[config.mk]
export PLATFORM = sky130hd
export DESIGN_NAME = scd_finish
export DESIGN_NICKNAME = d
export VERILOG_FILES = /design/src/rtl/scd_pkg.sv /design/src/rtl/scd_finish.sv
export SDC_FILE = /design/constraint.sdc
export NUM_CORES = 1
export LEC_CHECK = 0
export BUFFER_PORTS_ARGS = -buffer_cell sky130_fd_sc_hd__buf_2
export CAP_MARGIN = 20
export CORE_ASPECT_RATIO = 0.9
export CORE_MARGIN = 2
export CORE_UTILIZATION = 25
export DETAILED_ROUTE_END_ITERATION = 16
export GPL_TIMING_DRIVEN = 0
export PLACE_DENSITY = 0.41
export SYNTH_ARGS = -nofsm -noshare
export SYNTH_HDL_FRONTEND = slang
export SYNTH_SLANG_ARGS = --single-unit
[constraint.sdc]
create_clock -name clock -period 13.1 [get_ports clock]
set_clock_uncertainty 0.15 [all_clocks]
set_input_delay 1.965 -clock clock [delete_from_list [all_inputs] [get_ports clock]]
set_output_delay 1.965 -clock clock [all_outputs]
set_load 0.01 [all_outputs]
[src/rtl/scd_pkg.sv]
// ----------------------------------------------------------------------------
// scd_pkg
// Shared types and constants of the degree sine/cosine pipeline.
// ----------------------------------------------------------------------------
`timescale 1ns / 1ps
`default_nettype none

package scd_pkg;

   localparam int NUM_TERMS_DEF       = 30;
   localparam int ANGLE_FRAC_BITS_DEF = 8;

   // Reduced angle magnitude: 9 integer bits (< 360) plus up to 16 fraction bits
   localparam int RMAG_W = 25;
   localparam int FRAC_W = 16;

   // round(pi/180 * 2^48)
   localparam logic [63:0] RAD_PER_DEG = 64'd4912665105575;
   localparam logic [63:0] ONE_Q48     = 64'd1 << 48;
   localparam logic [63:0] ONE_Q30     = 64'd1 << 30;

   // Divisor (n+1)(n+2) of one series step; fits 12 bits for up to 30 terms
   localparam int DIV_W = 12;

   typedef struct packed {
      logic                kind;   // 0 sine, 1 cosine
      logic                neg;
      logic [RMAG_W-1:0]   rmag;   // |angle mod 360 deg|, same fraction bits as input
   } scd_angle_type;

   typedef struct packed {
      logic        kind;
      logic        tneg;   // sign of the current term
      logic [63:0] tmag;   // magnitude of the current term, Q.48
      logic [63:0] x2;     // x^2, Q.48
      logic [63:0] sum;    // partial sum, two's complement Q.48
   } scd_term_type;

   function automatic logic [63:0] scd_signed_term(input logic neg, input logic [63:0] mag);
      return neg ? (64'd0 - mag) : mag;
   endfunction

endpackage

`default_nettype wire

[src/rtl/scd_finish.sv]
// ----------------------------------------------------------------------------
// scd_finish
// Adds the last term, rounds the Q.48 sum to Q2.30 and saturates to +-1.
// ----------------------------------------------------------------------------
`timescale 1ns / 1ps
`default_nettype none

module scd_finish
   import scd_pkg::*;
(
   input  wire logic         clock,
   input  wire logic         reset,
   input  wire logic         en,
   input  wire logic         in_valid,
   input  wire scd_term_type in_term,
   output logic              out_valid,
   output logic [31:0]       out_result
);

   logic        s1_valid_ff;
   logic [63:0] s1_sum_ff;
   logic [63:0] s1_sum_in;

   assign s1_sum_in = in_term.sum + scd_signed_term(in_term.tneg, in_term.tmag);

   logic        s2_valid_ff;
   logic [31:0] s2_result_ff;
   logic        neg;
   logic [63:0] mag;
   logic [63:0] rnd;
   logic [31:0] sat;
   logic [31:0] s2_result_in;

   always_comb begin
      neg = s1_sum_ff[63];
      mag = neg ? (64'd0 - s1_sum_ff) : s1_sum_ff;
      rnd = (mag + (64'd1 << 17)) >> 18;   // ties away from zero
      sat = (rnd > ONE_Q30) ? ONE_Q30[31:0] : rnd[31:0];
      s2_result_in = neg ? (32'd0 - sat) : sat;
   end

   always_ff @(posedge clock) begin
      if (reset) begin
         s1_valid_ff <= 1'b0;
         s2_valid_ff <= 1'b0;
      end else if (en) begin
         s1_valid_ff <= in_valid;
         s2_valid_ff <= s1_valid_ff;
      end
   end

   always_ff @(posedge clock) begin
      if (en) begin
         s1_sum_ff    <= s1_sum_in;
         s2_result_ff <= s2_result_in;
      end
   end

   assign out_valid  = s2_valid_ff;
   assign out_result = s2_result_ff;

endmodule

`default_nettype wire

==> results.md <==
STA
• no — RSZ-0062 raised after global routing
• 12.08 ns — post-layout minimum cycle time
• 39.1% — worst slew slack as a fraction of its limit
• 0 ns — sum of negative setup slack
• 0.344 ns — Final Hold Slack
• 82.8 MHz — highest achievable clock rate
• 0.907 ns — worst slew pin tran
• 1.02 ns — worst setup slack after layout
• 0 — final number of hold-violating endpoints
• 0 — number of pins with negative max-slew slack in the final report
• 92.2% — final clock period utilization by the worst path
• 0 — number of setup violations in the final report

Pwr
• 116 nW/um^2 — Cell Pwr Density
• 696 uW — P_sw
• 17.2% — clock network fraction of design power
• 43.6% — sw frac
• 0.00513 uW — Static Leak
• 28.7% — Reg power frac
• 0.0692 mV — VDD IR-drop max
• 901 uW — Internal Pwr Total
• 54.1% — part of the total power dissipated in combinational logic

Yosys
• 0% — async set-reset flop share out of synthesis
• sky130_fd_sc_hd__xnor2_1, sky130_fd_sc_hd__nand2_1, sky130_fd_sc_hd__edfxtp_1 — most instantiated cells after synthesis
• 1,680 — net count after synthesis
• 98 — Seq cells post-synth
• 96 — Post-synth EDFFs
• sky130_fd_sc_hd__xnor2_1 — most repeated cell in the gate-level netlist after synthesis
• sky130_fd_sc_hd__edfxtp_1 — commonest register cell after synthesis
• sky130_fd_sc_hd__edfxtp_1 — library cell occupying the most area in the post-synthesis netlist
• 8.38 sq um — average cell area after synthesis
• sky130_fd_sc_hd__edfxtp_1, sky130_fd_sc_hd__xnor2_1, sky130_fd_sc_hd__ha_1 — ranking of synthesized cells by area
• 24.6% — proportion of synthesized chip area in sequential cells
• 24.3% — area share of the largest cell type after synthesis
• 92 — number of distinct standard cells referenced by the synthesized netlist
• 0 — synthesis warning total
• 1,415 — synthesized instance count
• 11,900 sq um — area of the mapped netlist

Worst setup path
• s1_sum_ff[63] — first element of the critical path
• register to register — critical path type
• sky130_fd_sc_hd__clkbuf_1 — cell seen most often among critical-path stages
• 37 — cell count of the worst reg-to-reg path
• out_result[20] — worst reg2reg endpoint
• 10 — maximum fanout encountered on the critical timing path
• 0.61 ns — Crit path largest cell delay
• register — startpoint kind of the worst setup timing path
• register — endpoint kind of the worst setup timing path
• 12.05 ns — WP data arrival
• 13.07 ns — worst path required time
• 1.02 ns — flop2flop setup slack
• s1_sum_ff[63] — R2R Path Start
• out_result[20] — endpoint of the most critical setup path
• sky130_fd_sc_hd__clkbuf_1 — Critical Path Slowest Stage Cell

Floorplan
• 234 um — horizontal extent of the die
• 25.4% — initial core utilization
• 231 — Ports
• 49,200 sq um — Total Die Area
• 46,700 sq um — Core Footprint
• 211 um — DIE HEIGHT
• 75 — number of placement rows

Global route
• 57 — pin count of the biggest net entering global routing
• 15.5% — All-Layer GR Usage
• 0 — total grt overflow
• 10,500 — via count of the first global-routing pass
• 1 — antenna violations before repair
• 60,300 um — first-pass GRT wire length

Clock network
• 0 — total of cells resized after clock tree synthesis
• 2 — number of buffers on the longest clock path
• 0.38 ns — clock latency on the worst-skew pair
• 0.08 ns — clock transition time at the flip-flop clock pins of the worst setup and hold paths
• 0 — hold bufs inserted after CTS
• 9 — number of buffers created by CTS
• 98 — Clock Sinks
• sky130_fd_sc_hd__clkbuf_16 — CTS Root Buffer Type
• 0 — setup fix buffers added after clock tree synthesis
• 3 — H-Tree Level Count
• built — CTS tree

Finish
• 8500 sq um — total area of multi-input combinational cells
• 29.5% — final core utilization
• 16.3% — area added between synthesis and finish
• 2920 sq um — register cell area after layout
• 5,146 — fill cell instance count of the final layout
• 1,856 — post-layout net count
• 15.9% — fraction of final layout cells with drive strength greater than 1

Routing
• 0 — antenna-violating nets left
• 5.01 — vias per inst
• 38,200 um — DRT Wirelength
• 7 — number of search-and-repair iterations in the first detailed-routing pass
• 11,100 — overall via count from detail_route
• 17.3 um — routed length per instance
• 877 — DR iter-0 viols
• 0 — detailed-route DRC error count

Placement
• 0.854 — global placement routability congestion
• 32,000 um — sum of net half-perimeters after detailed placement
• 0.634 ns — worst setup slack before clock tree synthesis
• 163 — Port Buffers

Job
• 0 — number of maximum-capacitance violations

Hold path
• register to register — classification of the worst-slack hold path

Status
• completed — status

kinds of logic (layout without fill, tap and decap cells):
group	after synthesis	after routing	synth area share, %
DFF	98	98	24.6
other	0	1	0
adders and majority gates	67	67	7.13
buffers and inverters	111	291	3.82
AOI/OAI and AO/OA	438	438	25.8
muxes	11	11	0.939
xor gates and xnor gates	218	218	16.1
and+or+nand+nor	472	472	21.6
state kept, by name, summed over array words and instances (netlist names):
signal / flops
out_result: 32
s1_sum_ff: 64
out_valid: 1
s1_valid_ff: 1
cells in the final DEF (no fill, tap or decap), types with 6 or more instances in the layout:
master | synthesis | layout
sky130_fd_sc_hd__clkbuf_16 | 0 | 9
sky130_fd_sc_hd__ha_1 | 66 | 66
sky130_fd_sc_hd__nor2_1 | 86 | 86
sky130_fd_sc_hd__nand2_1 | 111 | 111
sky130_fd_sc_hd__o21a_1 | 11 | 11
sky130_fd_sc_hd__nor3b_1 | 7 | 6
sky130_fd_sc_hd__nor3_1 | 36 | 35
sky130_fd_sc_hd__nand2b_1 | 16 | 16
sky130_fd_sc_hd__edfxtp_1 | 96 | 96
sky130_fd_sc_hd__o21ai_0 | 81 | 81
sky130_fd_sc_hd__nor4_2 | 6 | 6
sky130_fd_sc_hd__o31ai_1 | 44 | 44
sky130_fd_sc_hd__inv_1 | 39 | 39
sky130_fd_sc_hd__nand3_1 | 39 | 39
sky130_fd_sc_hd__a21o_1 | 56 | 56
sky130_fd_sc_hd__a211oi_1 | 12 | 12
sky130_fd_sc_hd__clkbuf_1 | 49 | 49
sky130_fd_sc_hd__and3_1 | 17 | 17
sky130_fd_sc_hd__buf_2 | 11 | 173
sky130_fd_sc_hd__o21bai_1 | 14 | 14
sky130_fd_sc_hd__a21oi_1 | 94 | 94
sky130_fd_sc_hd__xor2_1 | 54 | 54
sky130_fd_sc_hd__nand4_1 | 28 | 28
sky130_fd_sc_hd__nor4_1 | 13 | 13
sky130_fd_sc_hd__xnor2_1 | 164 | 164
sky130_fd_sc_hd__or4_1 | 13 | 13
sky130_fd_sc_hd__or2_2 | 16 | 16
sky130_fd_sc_hd__mux2i_1 | 10 | 10
sky130_fd_sc_hd__or3_1 | 35 | 35
sky130_fd_sc_hd__nor2b_1 | 14 | 14
sky130_fd_sc_hd__a41oi_1 | 11 | 11
sky130_fd_sc_hd__buf_1 | 8 | 8
sky130_fd_sc_hd__a31oi_1 | 9 | 9
sky130_fd_sc_hd__o211ai_1 | 7 | 7
sky130_fd_sc_hd__o41ai_1 | 15 | 15
area by class of cell:
cell class	instances	share of cell area (%)
timing repair buffer	165	6.20
tap	616	5.59
clock inverter	6	0.481
clock buffer	9	1.63
multi-input combinational	1206	61.6
antenna	1	0.0181
buffer	72	2.22
sequential	98	21.2
inverter	39	1.06
critical path, delay by kind of cell (launching register included):
kind                       cells  cell delay [ns]
and+or+nand+nor               15             3.40
adders and majority gates      2             0.53
DFF                            1             0.51
AOI/OAI and AO/OA              4             0.96
xor gates and xnor gates       2             0.66
buffers and inverters         14             5.57
worst min path at each step:
stage	from	end	cells past startpoint
6_report	s1_valid_ff	s1_valid_ff	2
5_1_grt	s1_valid_ff	out_valid	2
4_1_cts	s1_valid_ff	s1_valid_ff	2
3_5_place_dp	s1_valid_ff	s1_valid_ff	2
3_3_place_gp	s1_valid_ff	out_valid	2
2_1_floorplan	s1_valid_ff	s1_valid_ff	2
power by group through the flow:
stage | Sequential [uW] | Combinational [uW] | Clock, uW
CTS | 459 | 864 | 288
global route | 467 | 963 | 294
floorplan | 453 | 631 | 0
detailed placement | 466 | 860 | 0
global placement | 465 | 860 | 0
finish | 459 | 864 | 274
per-layer routing:
metal	routed length [um]	track usage (%)	part of all wire (%)	up-vias
met2	16300	23.4	43	247
met5	0	0	0	-
met3	1370	1.57	3.6	19
met4	473	3.60	1.2	0
li1	-	-	-	5694
met1	20000	23.5	52	5117
metrics by stage:
| step | cells | total power (uW) | instance area, sq um |
|---|---|---|---|
| 2_1_floorplan | 1415 | 1080 | 11900 |
| 3_3_place_gp | 2194 | 1330 | 13500 |
| 3_5_place_dp | 2196 | 1330 | 13500 |
| 4_1_cts | 2211 | 1610 | 13800 |
| 5_1_grt | 2212 | 1720 | 13800 |
| 6_report | 2212 | 1600 | 13800 |
No activity file was read; power rests on OpenSTA's default activity.
