==> src/rtl/scd_pkg.sv <==
// ----------------------------------------------------------------------------
// scd_pkg
// Shared types and constants of the degree sine/cosine pipeline.
// ----------------------------------------------------------------------------
`timescale 1ns / 1ps
`default_nettype none

package scd_pkg;

   localparam int NUM_TERMS_DEF       = 30;
   localparam int ANGLE_FRAC_BITS_DEF = 8;

   // Reduced angle magnitude: 9 integer bits (< 360) plus up to 16 fraction bits
   localparam int RMAG_W = 25;
   localparam int FRAC_W = 16;

   // round(pi/180 * 2^48)
   localparam logic [63:0] RAD_PER_DEG = 64'd4912665105575;
   localparam logic [63:0] ONE_Q48     = 64'd1 << 48;
   localparam logic [63:0] ONE_Q30     = 64'd1 << 30;

   // Divisor (n+1)(n+2) of one series step; fits 12 bits for up to 30 terms
   localparam int DIV_W = 12;

   typedef struct packed {
      logic                kind;   // 0 sine, 1 cosine
      logic                neg;
      logic [RMAG_W-1:0]   rmag;   // |angle mod 360 deg|, same fraction bits as input
   } scd_angle_type;

   typedef struct packed {
      logic        kind;
      logic        tneg;   // sign of the current term
      logic [63:0] tmag;   // magnitude of the current term, Q.48
      logic [63:0] x2;     // x^2, Q.48
      logic [63:0] sum;    // partial sum, two's complement Q.48
   } scd_term_type;

   function automatic logic [63:0] scd_signed_term(input logic neg, input logic [63:0] mag);
      return neg ? (64'd0 - mag) : mag;
   endfunction

endpackage

`default_nettype wire

==> src/rtl/scd_reduce.sv <==
// ----------------------------------------------------------------------------
// scd_reduce
// Two-stage reduction of the input angle modulo 360 degrees (sign kept).
// ----------------------------------------------------------------------------
`timescale 1ns / 1ps
`default_nettype none

module scd_reduce
   import scd_pkg::*;
#(
   parameter int ANGLE_FRAC_BITS = ANGLE_FRAC_BITS_DEF
) (
   input  wire logic               clock,
   input  wire logic               reset,
   input  wire logic               en,
   input  wire logic               in_valid,
   input  wire logic               in_kind,
   input  wire logic signed [31:0] in_angle_deg,
   output logic                    out_valid,
   output scd_angle_type           out_angle
);

   localparam logic [31:0] LOW_MASK = (32'd1 << ANGLE_FRAC_BITS) - 32'd1;

   // stage 1: magnitude, split into whole degrees and fraction, fold mod 45
   // (2^12 = 1 mod 45, so 12-bit chunks of degrees/8 add up mod 45)
   logic [31:0] mag;
   logic [31:0] quo;
   logic [13:0] fold_in;
   logic        s1_valid_ff;
   logic        s1_kind_ff;
   logic        s1_neg_ff;
   logic [13:0] s1_fold_ff;
   logic [2:0]  s1_low3_ff;
   logic [FRAC_W-1:0] s1_frac_ff;

   always_comb begin
      mag     = in_angle_deg[31] ? (32'd0 - 32'(in_angle_deg)) : 32'(in_angle_deg);
      quo     = mag >> ANGLE_FRAC_BITS;
      fold_in = {2'b00, quo[14:3]} + {2'b00, quo[26:15]} + {9'd0, quo[31:27]};
   end

   always_ff @(posedge clock) begin
      if (reset) begin
         s1_valid_ff <= 1'b0;
      end else if (en) begin
         s1_valid_ff <= in_valid;
      end
   end

   always_ff @(posedge clock) begin
      if (en) begin
         s1_kind_ff <= in_kind;
         s1_neg_ff  <= in_angle_deg[31];
         s1_fold_ff <= fold_in;
         s1_low3_ff <= quo[2:0];
         s1_frac_ff <= mag[FRAC_W-1:0] & LOW_MASK[FRAC_W-1:0];
      end
   end

   // stage 2: fold mod 45 by reciprocal estimate and one correction
   logic [24:0]       est_prod;
   logic [8:0]        est;
   logic [14:0]       rem_wide;
   logic [13:0]       rem;
   logic [5:0]        r45;
   logic [RMAG_W-1:0] rmag_in;
   logic              s2_valid_ff;
   scd_angle_type     s2_angle_ff;

   always_comb begin
      est_prod = 25'(s1_fold_ff) * 25'd1456;
      est      = est_prod[24:16];
      rem_wide = {1'b0, s1_fold_ff} - (15'(est) * 15'd45);
      rem      = rem_wide[13:0];
      r45      = (rem >= 14'd45) ? 6'(rem - 14'd45) : rem[5:0];
      rmag_in  = (RMAG_W'({r45, s1_low3_ff}) << ANGLE_FRAC_BITS) | RMAG_W'(s1_frac_ff);
   end

   always_ff @(posedge clock) begin
      if (reset) begin
         s2_valid_ff <= 1'b0;
      end else if (en) begin
         s2_valid_ff <= s1_valid_ff;
      end
   end

   always_ff @(posedge clock) begin
      if (en) begin
         s2_angle_ff.kind <= s1_kind_ff;
         s2_angle_ff.neg  <= s1_neg_ff;
         s2_angle_ff.rmag <= rmag_in;
      end
   end

   assign out_valid = s2_valid_ff;
   assign out_angle = s2_angle_ff;

endmodule

`default_nettype wire

==> config.mk <==
export PLATFORM = sky130hd
export DESIGN_NAME = scd_reduce
export DESIGN_NICKNAME = d
export VERILOG_FILES = /design/src/rtl/scd_pkg.sv /design/src/rtl/scd_reduce.sv
export SDC_FILE = /design/constraint.sdc
export NUM_CORES = 1
export LEC_CHECK = 0
export ABC_AREA = 1
export BUFFER_PORTS_ARGS = -buffer_cell sky130_fd_sc_hd__buf_2
export CORE_MARGIN = 1
export CORE_UTILIZATION = 50
export CTS_CLUSTER_DIAMETER = 200
export CTS_CLUSTER_SIZE = 28
export DETAILED_ROUTE_END_ITERATION = 7
export PLACE_DENSITY = 0.69
export SLEW_MARGIN = 10
export SYNTH_ARGS = -nofsm -noshare
export SYNTH_HDL_FRONTEND = slang
export SYNTH_SLANG_ARGS = --single-unit
==> constraint.sdc <==
create_clock -name clock -period 23.1 [get_ports clock]
set_input_delay 1.155 -clock clock [delete_from_list [all_inputs] [get_ports clock]]
set_output_delay 1.155 -clock clock [all_outputs]
set_load 0.005 [all_outputs]
==> results.py, run 1 <==
metrics = {
    "floorplan": {
        "die_h_um": 116,
        "dieArea_mm2": 0.0135,
        "initial_core_util": 0.516,
        "dieWidth_um": 116,
        "io_pins": 65,
        "rows": 41,
        "coreArea_mm2": 0.0127,
    },
    "clock_tree": {
        "clk_pin_slew_ns": 0.06,
        "cts_resized": 0,
        "ctsHoldBuffers": 0,
        "clk_latency_ns": 0.29,
        "cts_tree": "done",
        "cts-root-buf": "clkbuf_16",
        "cts_made_buffers": 5,
        "clockBufferDepth": 2,
        "post-cts-setup-buffers": 0,
        "cts.sinks": 47,
        "htreeDepth": 2,
    },
    "worst_setup_path": {
        "worstSetupEndpointType": "flop",
        "required_ns": 23.15,
        "cp-startpoint": "s1_fold_ff[7]",
        "reg2reg_depth": 35,
        "cp.arrival_ns": 7.85,
        "crit_slowest_cell": "fa_1",
        "worstPathMaxFanout": 7,
        "critical_path.max_stage_delay_ns": 0.53,
        "criticalPathCategory": "flop to flop",
        "rrSetupSlack_ns": 15.30,
        "r2r_start": "s1_fold_ff[7]",
        "setup.worst_path.start_class": "flop",
        "r2r_end": "out_angle[11]",
    },
    "route": {
        "routedWlPerCell_um": 12.0,
        "drcViolationCount": 0,
        "wl_um": 12600,
        "vias": 5082,
        "firstDrtPassIters": 4,
        "detail_route.iter0.violations": 237,
        "via_per_inst": 4.86,
        "ant_nets": 0,
    },
    "outcome": {
        "outcome": "finished clean",
    },
    "synth": {
        "yosysWarnings": 0,
        "synth_largest_area_cell": "edfxtp_1",
        "synth_compound_area_frac": 0.0648,
        "netlist_area_mm2": 0.00654,
        "ys_ff_latch": 47,
        "avgSynthCellArea_um2": 8.04,
        "synthCells": 814,
        "ys_seq_area_frac": 0.213,
        "synth_top_family_by_area": "adder cells",
        "yosys-top-cells-area": "edfxtp_1 (21%), ha_1 (18%), fa_1 (14%)",
        "synthSimpleGateAreaFrac": 0.202,
        "synth_cell_type_count": 40,
        "muxShareOfSynthArea": 0,
        "synthXorXnorAreaFrac": 0.0803,
        "synth_top_area_share": 0.207,
        "synth_fa_ha_area_frac": 0.327,
    },
    "global_route": {
        "track_usage": 0.196,
        "overflow": 0,
        "antenna_found_initial": 0,
        "grt_pass1_wl_um": 21000,
        "grt_pass1_vias": 4714,
        "grt_max_degree": 49,
    },
    "timing": {
        "tns_ns": 0,
        "slew_viol_final": 0,
        "max_clock_freq_mhz": 128,
        "hold_slack_ns": 0.420,
        "worstMarginPinSlew_ns": 0.999,
        "skew_ns": 0.00559,
        "relSlewSlack": 0.334,
        "finalCritPeriodShare": 0.338,
        "fin_crit_ns": 7.80,
        "setup_viol": 0,
        "hold_viol": 0,
        "rsz0062_at_grt": "no",
    },
    "worst_hold_path": {
        "min_path_cells": 0,
        "hold_path_class": "flop to flop",
        "whs_endpoint": "out_angle[25]",
        "hold_start": "s1_neg_ff",
    },
    "layout": {
        "diodes": 0,
        "layout-area-overhead-vs-synth_pct": 9.53,
        "drive_above_1_share": 0.101,
        "fin_nets": 1053,
    },
    "placement": {
        "hpwlAfterDp_um": 11000,
        "portBuffers": 56,
        "routabilityCongestion": 0.874,
    },
    "flow_run": {
        "drv_cap": 0,
    },
}
[worst max path at each step]
| stage | cells past startpoint | slack [ns] | endpoint |
|---|---|---|---|
| 2_1_floorplan | 39 | 15.75 | out_angle[11] |
| 3_3_place_gp | 37 | 15.40 | out_angle[11] |
| 3_5_place_dp | 37 | 15.24 | out_angle[11] |
| 4_1_cts | 37 | 15.25 | out_angle[11] |
| 5_1_grt | 37 | 14.71 | out_angle[13] |
| 6_report | 35 | 15.30 | out_angle[11] |
[per-stage QoR]
stage	util	setup WS, ns	area (um^2)	std cells
floorplan	-	15.75	6570	821
global placement	0.552	15.40	6990	1038
detailed placement	0.552	15.24	6990	1038
CTS	0.565	15.25	7160	1046
global route	0.565	14.71	7160	1046
finish	0.565	15.30	7160	1046
[flip-flops by register name, summed over array words and instances, names as in the netlist]
register	cells
s1_low3_ff	3
out_angle	19
out_valid	1
s1_kind_ff	1
s1_fold_ff	13
s1_neg_ff	1
s1_frac_ff	8
s1_valid_ff	1
[Yosys cell counts, drive strengths merged]
cell,n
inv,175
nand2,167
ha,96
nor2,64
fa,47
edfxtp,45
a21oi,43
xor2,40
nand3,37
xnor2,20
o21ai,18
nand4,14
nor3,12
buf,9
o21bai,5
a21o,4
a31oi,2
clkbuf,2
dfxtp,2
nand3b,2
nor4,2
o31ai,2
a211o,1
and3,1
clkinv,1
conb,1
o211ai,1
or2,1
[metal layers]
metal	track usage	vias up	routed length, um
met1	0.262	2310	6000
met3	0.0244	12	354
met2	0.340	79	6040
met5	0	-	0
met4	0.0444	0	180
li1	-	2681	-
[critical path: cells and delay by family (launching register included)]
| kind | cells | cell delay, ns |
|---|---|---|
| fa+ha+maj | 10 | 4.40 |
| simple gates | 11 | 1.18 |
| compound gates | 5 | 0.94 |
| flops | 1 | 0.51 |
| buf+inv | 8 | 0.41 |
| xor+xnor | 1 | 0.12 |
[cell type report]
class	count	area, um^2
clock buffer	5	125
clock inverter	3	47.5
fill	1232	5510
inverter	176	661
multi-input combinational	587	4440
sequential	47	1390
tap	172	215
timing repair buffer	56	280
[kinds of logic (layout without fill, tap and decap cells)]
kind of cell | Yosys count | after routing
buffers and inverters | 187 | 240
flip-flops | 47 | 47
other | 1 | 8
AO/OA/AOI/OAI | 76 | 76
XOR/XNOR | 60 | 60
AND/OR/NAND/NOR | 300 | 300
adder cells (fa/ha/maj) | 143 | 143
[layout by cell type (no fill, tap or decap), types with 2 or more instances in the layout]
| cell | instances |
|---|---|
| inv_1 | 174 |
| nand2_1 | 159 |
| ha_1 | 96 |
| nor2_1 | 59 |
| buf_2 | 56 |
| fa_1 | 47 |
| edfxtp_1 | 45 |
| a21oi_1 | 42 |
| xor2_1 | 40 |
| nand3_1 | 34 |
| xnor2_1 | 20 |
| o21ai_0 | 16 |
| nand4_1 | 14 |
| nor3_1 | 9 |
| nand2_2 | 8 |
| conb_1 | 8 |
| nor2_2 | 5 |
| o21bai_1 | 5 |
| clkbuf_16 | 5 |
| a21o_1 | 4 |
| nor3_2 | 2 |
| a31oi_1 | 2 |
| o31ai_1 | 2 |
| nand3b_1 | 2 |
| nand3_2 | 2 |
| dfxtp_1 | 2 |
Power of run 1 is not shown: default switching activity piles up to over one toggle a cycle in this logic, so the estimate is an artifact.
==> run 2, diff against run 1 <==
- ABC_AREA: 1 -> 0
- PLACE_DENSITY: 0.69 -> 0.7
- clock period: 23.1 -> 7.35 ns (I/O delays scaled with it)
==> results.py, run 2 <==
metrics = {
    "floorplan": {
        "die_h_um": 110,
        "initial_core_util": 0.512,
        "dieArea_mm2": 0.0121,
        "rows": 39,
        "dieWidth_um": 110,
        "io_pins": 65,
        "coreArea_mm2": 0.0114,
    },
    "route": {
        "firstDrtPassIters": 6,
        "vias": 4527,
        "detail_route.iter0.violations": 144,
        "drcViolationCount": 0,
        "routedWlPerCell_um": 14.3,
        "via_per_inst": 5.26,
        "wl_um": 12300,
        "ant_nets": 0,
    },
    "timing": {
        "rsz0062_at_grt": "yes",
        "fin_crit_ns": 7.86,
        "fin_ws_ns": -0.513,
        "finalCritPeriodShare": 1.07,
        "relSlewSlack": 0.328,
        "setup_viol": 6,
        "hold_slack_ns": 0.237,
        "hold_viol": 0,
        "max_clock_freq_mhz": 127,
        "tns_ns": -2.92,
        "slew_viol_final": 0,
        "skew_ns": 0.00688,
        "worstMarginPinSlew_ns": 1.01,
    },
    "worst_setup_path": {
        "required_ns": 7.40,
        "cp_top_family": "adder cells",
        "critical_path.max_stage_delay_ns": 0.57,
        "crit_slowest_cell": "fa_1",
        "worstPathMaxFanout": 3,
        "worstSetupEndpointType": "flop",
        "crit_top_cell": "fa_1",
        "cp_num_buf_inv": 9,
        "criticalPathCategory": "flop to flop",
        "setup.worst_path.start_class": "flop",
        "cp.arrival_ns": 7.91,
    },
    "synth": {
        "muxShareOfSynthArea": 0.0141,
        "async_flop_share": 0,
        "ys_ff_latch": 47,
        "synthXorXnorAreaFrac": 0.0908,
        "synth_largest_area_cell": "edfxtp_1",
        "synth_flop_cell": "edfxtp_1",
        "synthCells": 577,
        "ys_seq_area_frac": 0.238,
        "synth_common_cells": "inv_1 (105), ha_1 (96), fa_1 (47)",
        "synth_top_family_by_area": "adder cells",
        "synth_cell_type_count": 57,
        "synth_top_area_share": 0.231,
        "netlist_area_mm2": 0.00584,
        "yosysWarnings": 0,
        "yosys-top-cells-area": "edfxtp_1 (23%), ha_1 (21%), fa_1 (16%)",
        "synth.most_common_cell": "inv_1",
        "synthSimpleGateAreaFrac": 0.0895,
        "avgSynthCellArea_um2": 10.1,
        "synth_fa_ha_area_frac": 0.367,
        "synth-edff-count": 45,
        "synth_compound_area_frac": 0.119,
    },
    "global_route": {
        "overflow": 0,
        "track_usage": 0.209,
        "grt_max_degree": 48,
        "grt_pass1_vias": 4567,
        "grt_pass1_wl_um": 19600,
        "antenna_found_initial": 0,
    },
    "clock_tree": {
        "htreeDepth": 2,
        "cts.sinks": 47,
        "cts_tree": "done",
        "clk_latency_ns": 0.30,
        "cts-root-buf": "clkbuf_16",
        "cts_made_buffers": 5,
        "clk_pin_slew_ns": 0.07,
        "clockBufferDepth": 2,
    },
    "placement": {
        "pre_cts_ws_ns": -0.484,
        "portBuffers": 56,
        "routabilityCongestion": 0.831,
        "hpwlAfterDp_um": 10000,
    },
    "outcome": {
        "violations": "setup timing",
        "outcome": "finished with violations",
    },
    "layout": {
        "layout-area-overhead-vs-synth_pct": 30.1,
        "layout_commonest_cell": "inv_1",
        "final_cell_mix": "inv_1 (96), buf_4 (81), ha_1 (73)",
        "drive_above_1_share": 0.329,
        "fin_nets": 897,
        "diodes": 0,
        "largest_register_ffs": 19,
    },
    "flow_run": {
        "drv_cap": 0,
    },
    "worst_hold_path": {
        "hold_path_class": "primary input to flop",
    },
}
-- run 2: area by class of cell --
cell class                 instances  area (um^2)
sequential                        47         1390
inverter                         105          397
timing repair buffer             139          911
fill                             868         3810
clock buffer                       5          125
tap                              143          179
clock inverter                     3         47.5
multi-input combinational        419         4560
-- run 2: path summary, 6_finish.rpt --
| kind | from | to | slack [ns] | cells after the start |
|---|---|---|---|---|
| worst max register to register | s1_fold_ff[4] | out_angle[12] | -0.51 | 32 |
| worst min register to register | s1_neg_ff | out_angle[25] | 0.42 | 0 |
| worst min-delay path | reset | s1_valid_ff | 0.24 | 2 |
| worst max-delay path | s1_fold_ff[4] | out_angle[12] | -0.51 | 32 |
-- run 2: logic make-up after synthesis --
family,Yosys count
mux,8
flops,47
xor+xnor,59
other cells,1
buf+inv,118
fa+ha+maj,143
simple gates,96
compound gates,105
-- run 2: per-stage QoR --
step,area [um^2],std cells,util
6_report,7610,861,0.666
3_5_place_dp,6920,834,0.606
5_1_grt,7610,861,0.666
3_3_place_gp,6920,834,0.606
4_1_cts,7420,858,0.650
2_1_floorplan,6060,584,-
-- run 2: worst register-to-register path, delay by kind of cell, from the launching register on --
| family | cells | cell delay [ns] |
|---|---|---|
| AO/OA/AOI/OAI | 7 | 1.49 |
| flip-flops | 1 | 0.50 |
| multiplexers | 1 | 0.31 |
| AND/OR/NAND/NOR | 5 | 0.68 |
| adder cells (fa/ha/maj) | 10 | 3.89 |
| buffers and inverters | 9 | 0.75 |
-- run 2: what timing repair did --
action | 4_1_cts | 5_1_grt
setup buffers | 16 | 3
pin swaps | 41 | 41
setup endpoints to repair | 6 | 6
gates resized for setup | 39 | 28
hold buffers | 0 | 0
-- run 2: layer usage --
metal | GRT usage | share of wire
met5 | 0 | 0
met4 | 0.0818 | 0.028
met3 | 0.0247 | 0.024
met1 | 0.224 | 0.41
met2 | 0.413 | 0.54
Power of run 2 is left out for the same reason.
==> run 3, diff against run 2 <==
- CTS_BUF_LIST: not set -> sky130_fd_sc_hd__clkbuf_4 sky130_fd_sc_hd__clkbuf_8
==> results.py, run 3 (synthesis results as in run 2) <==
metrics = {
    "timing": {
        "hold_viol": 0,
        "fin_ws_ns": -0.523,
        "rsz0062_at_grt": "yes",
        "fin_crit_ns": 7.87,
        "slew_viol_final": 0,
        "relSlewSlack": 0.321,
        "finalCritPeriodShare": 1.07,
        "setup_viol": 6,
        "max_clock_freq_mhz": 127,
        "worstMarginPinSlew_ns": 1.02,
        "skew_ns": 0.0106,
    },
    "worst_setup_path": {
        "crit_top_cell": "fa_1",
        "crit_slowest_cell": "fa_1",
        "cp_top_family": "adder cells",
        "cp.arrival_ns": 7.94,
        "worstPathMaxFanout": 5,
        "setup.worst_path.start_class": "flop",
        "worstSetupEndpointType": "flop",
        "critical_path.max_stage_delay_ns": 0.52,
        "cp_num_buf_inv": 11,
        "required_ns": 7.42,
        "criticalPathCategory": "flop to flop",
        "r2r_start": "s1_fold_ff[4]",
        "rrSetupSlack_ns": -0.52,
        "reg2reg_depth": 35,
        "r2r_end": "out_angle[15]",
    },
    "route": {
        "routedWlPerCell_um": 14.5,
        "wl_um": 12600,
        "detail_route.iter0.violations": 143,
        "drcViolationCount": 0,
        "firstDrtPassIters": 4,
        "ant_nets": 0,
        "vias": 4504,
        "via_per_inst": 5.21,
    },
    "flow_run": {
        "drv_cap": 0,
    },
    "placement": {
        "hpwlAfterDp_um": 10000,
        "postPlaceCellArea_mm2": 0.00692,
        "portBuffers": 56,
        "dp.cells": 834,
        "routabilityCongestion": 0.831,
    },
    "outcome": {
        "violations": "setup timing",
        "outcome": "finished with violations",
    },
    "worst_hold_path": {
        "whs_endpoint": "s1_valid_ff",
        "hold_path_class": "primary input to flop",
        "min_path_cells": 2,
        "hold_start": "reset",
    },
    "clock_tree": {
        "cts_tree": "done",
        "cts_made_buffers": 5,
        "clk_latency_ns": 0.32,
        "cts.sinks": 47,
        "clockBufferDepth": 2,
        "clk_pin_slew_ns": 0.09,
        "htreeDepth": 2,
        "cts-root-buf": "clkbuf_8",
    },
    "layout": {
        "fin_area_mm2": 0.00752,
        "layout_commonest_cell": "inv_1",
        "final_cell_mix": "inv_1 (94), buf_4 (84), ha_1 (76)",
        "largest_register_ffs": 19,
        "diodes": 0,
        "fin_nets": 900,
        "drive_above_1_share": 0.333,
        "finalNonFillerCells": 864,
        "layout-area-overhead-vs-synth_pct": 28.7,
    },
    "global_route": {
        "antenna_found_initial": 0,
        "grt_pass1_wl_um": 19100,
        "track_usage": 0.203,
        "grt_max_degree": 48,
        "grt_pass1_vias": 4504,
        "overflow": 0,
    },
    "floorplan": {
        "io_pins": 65,
        "rows": 39,
        "dieWidth_um": 110,
        "coreArea_mm2": 0.0114,
        "initial_core_util": 0.512,
        "dieArea_mm2": 0.0121,
        "die_h_um": 110,
    },
}
[run 3: cell count changes in the layout (fill, tap and decap cells not counted), sizes merged]
cell and delta:
buf +3
[run 3: per-layer routing]
metal	up-vias	part of all wire	GRT usage
met5	-	0	0
met4	0	0.020	0.0611
met3	22	0.022	0.0265
met2	82	0.54	0.407
met1	2146	0.41	0.218
li1	2254	-	-
[run 3: how the worst max path moves through the flow]
stage,startpoint,to,slack (ns),cells past startpoint
floorplan,s1_fold_ff[1],out_angle[12],-0.16,33
global placement,s1_fold_ff[4],out_angle[12],-0.34,29
detailed placement,s1_fold_ff[4],out_angle[12],-0.48,29
CTS,s1_fold_ff[7],out_angle[12],-0.34,30
global route,s1_fold_ff[7],out_angle[15],-0.74,35
finish,s1_fold_ff[4],out_angle[15],-0.52,35
[run 3: final cells by class]
cell class	instances	area, um^2
Multi-Input combinational cell	419	4500
Fill cell	883	3900
Sequential cell	47	1390
Timing Repair Buffer	142	933
Inverter	105	397
Tap cell	143	179
Clock buffer	5	68.8
Clock inverter	3	47.5
[run 3: what timing repair did]
action                     CTS  global route
hold buffers                 0             0
setup endpoints to repair    6             6
buffers inserted            14             8
resized for setup           28            36
pin swaps                   19            33
[run 3: metrics by stage]
step                      hold slack (ns)  utilization  setup slack [ns]  setup TNS [ns]
after global placement              0.400        0.606            -0.344           -1.56
after CTS                           0.203        0.639            -0.337           -1.88
after floorplan                     0.400            -            -0.157          -0.157
after detailed placement            0.405        0.606            -0.484           -2.46
after global routing                0.204        0.659            -0.741           -4.25
final                               0.207        0.659            -0.523           -2.92
Power of run 3 is left out for the same reason.
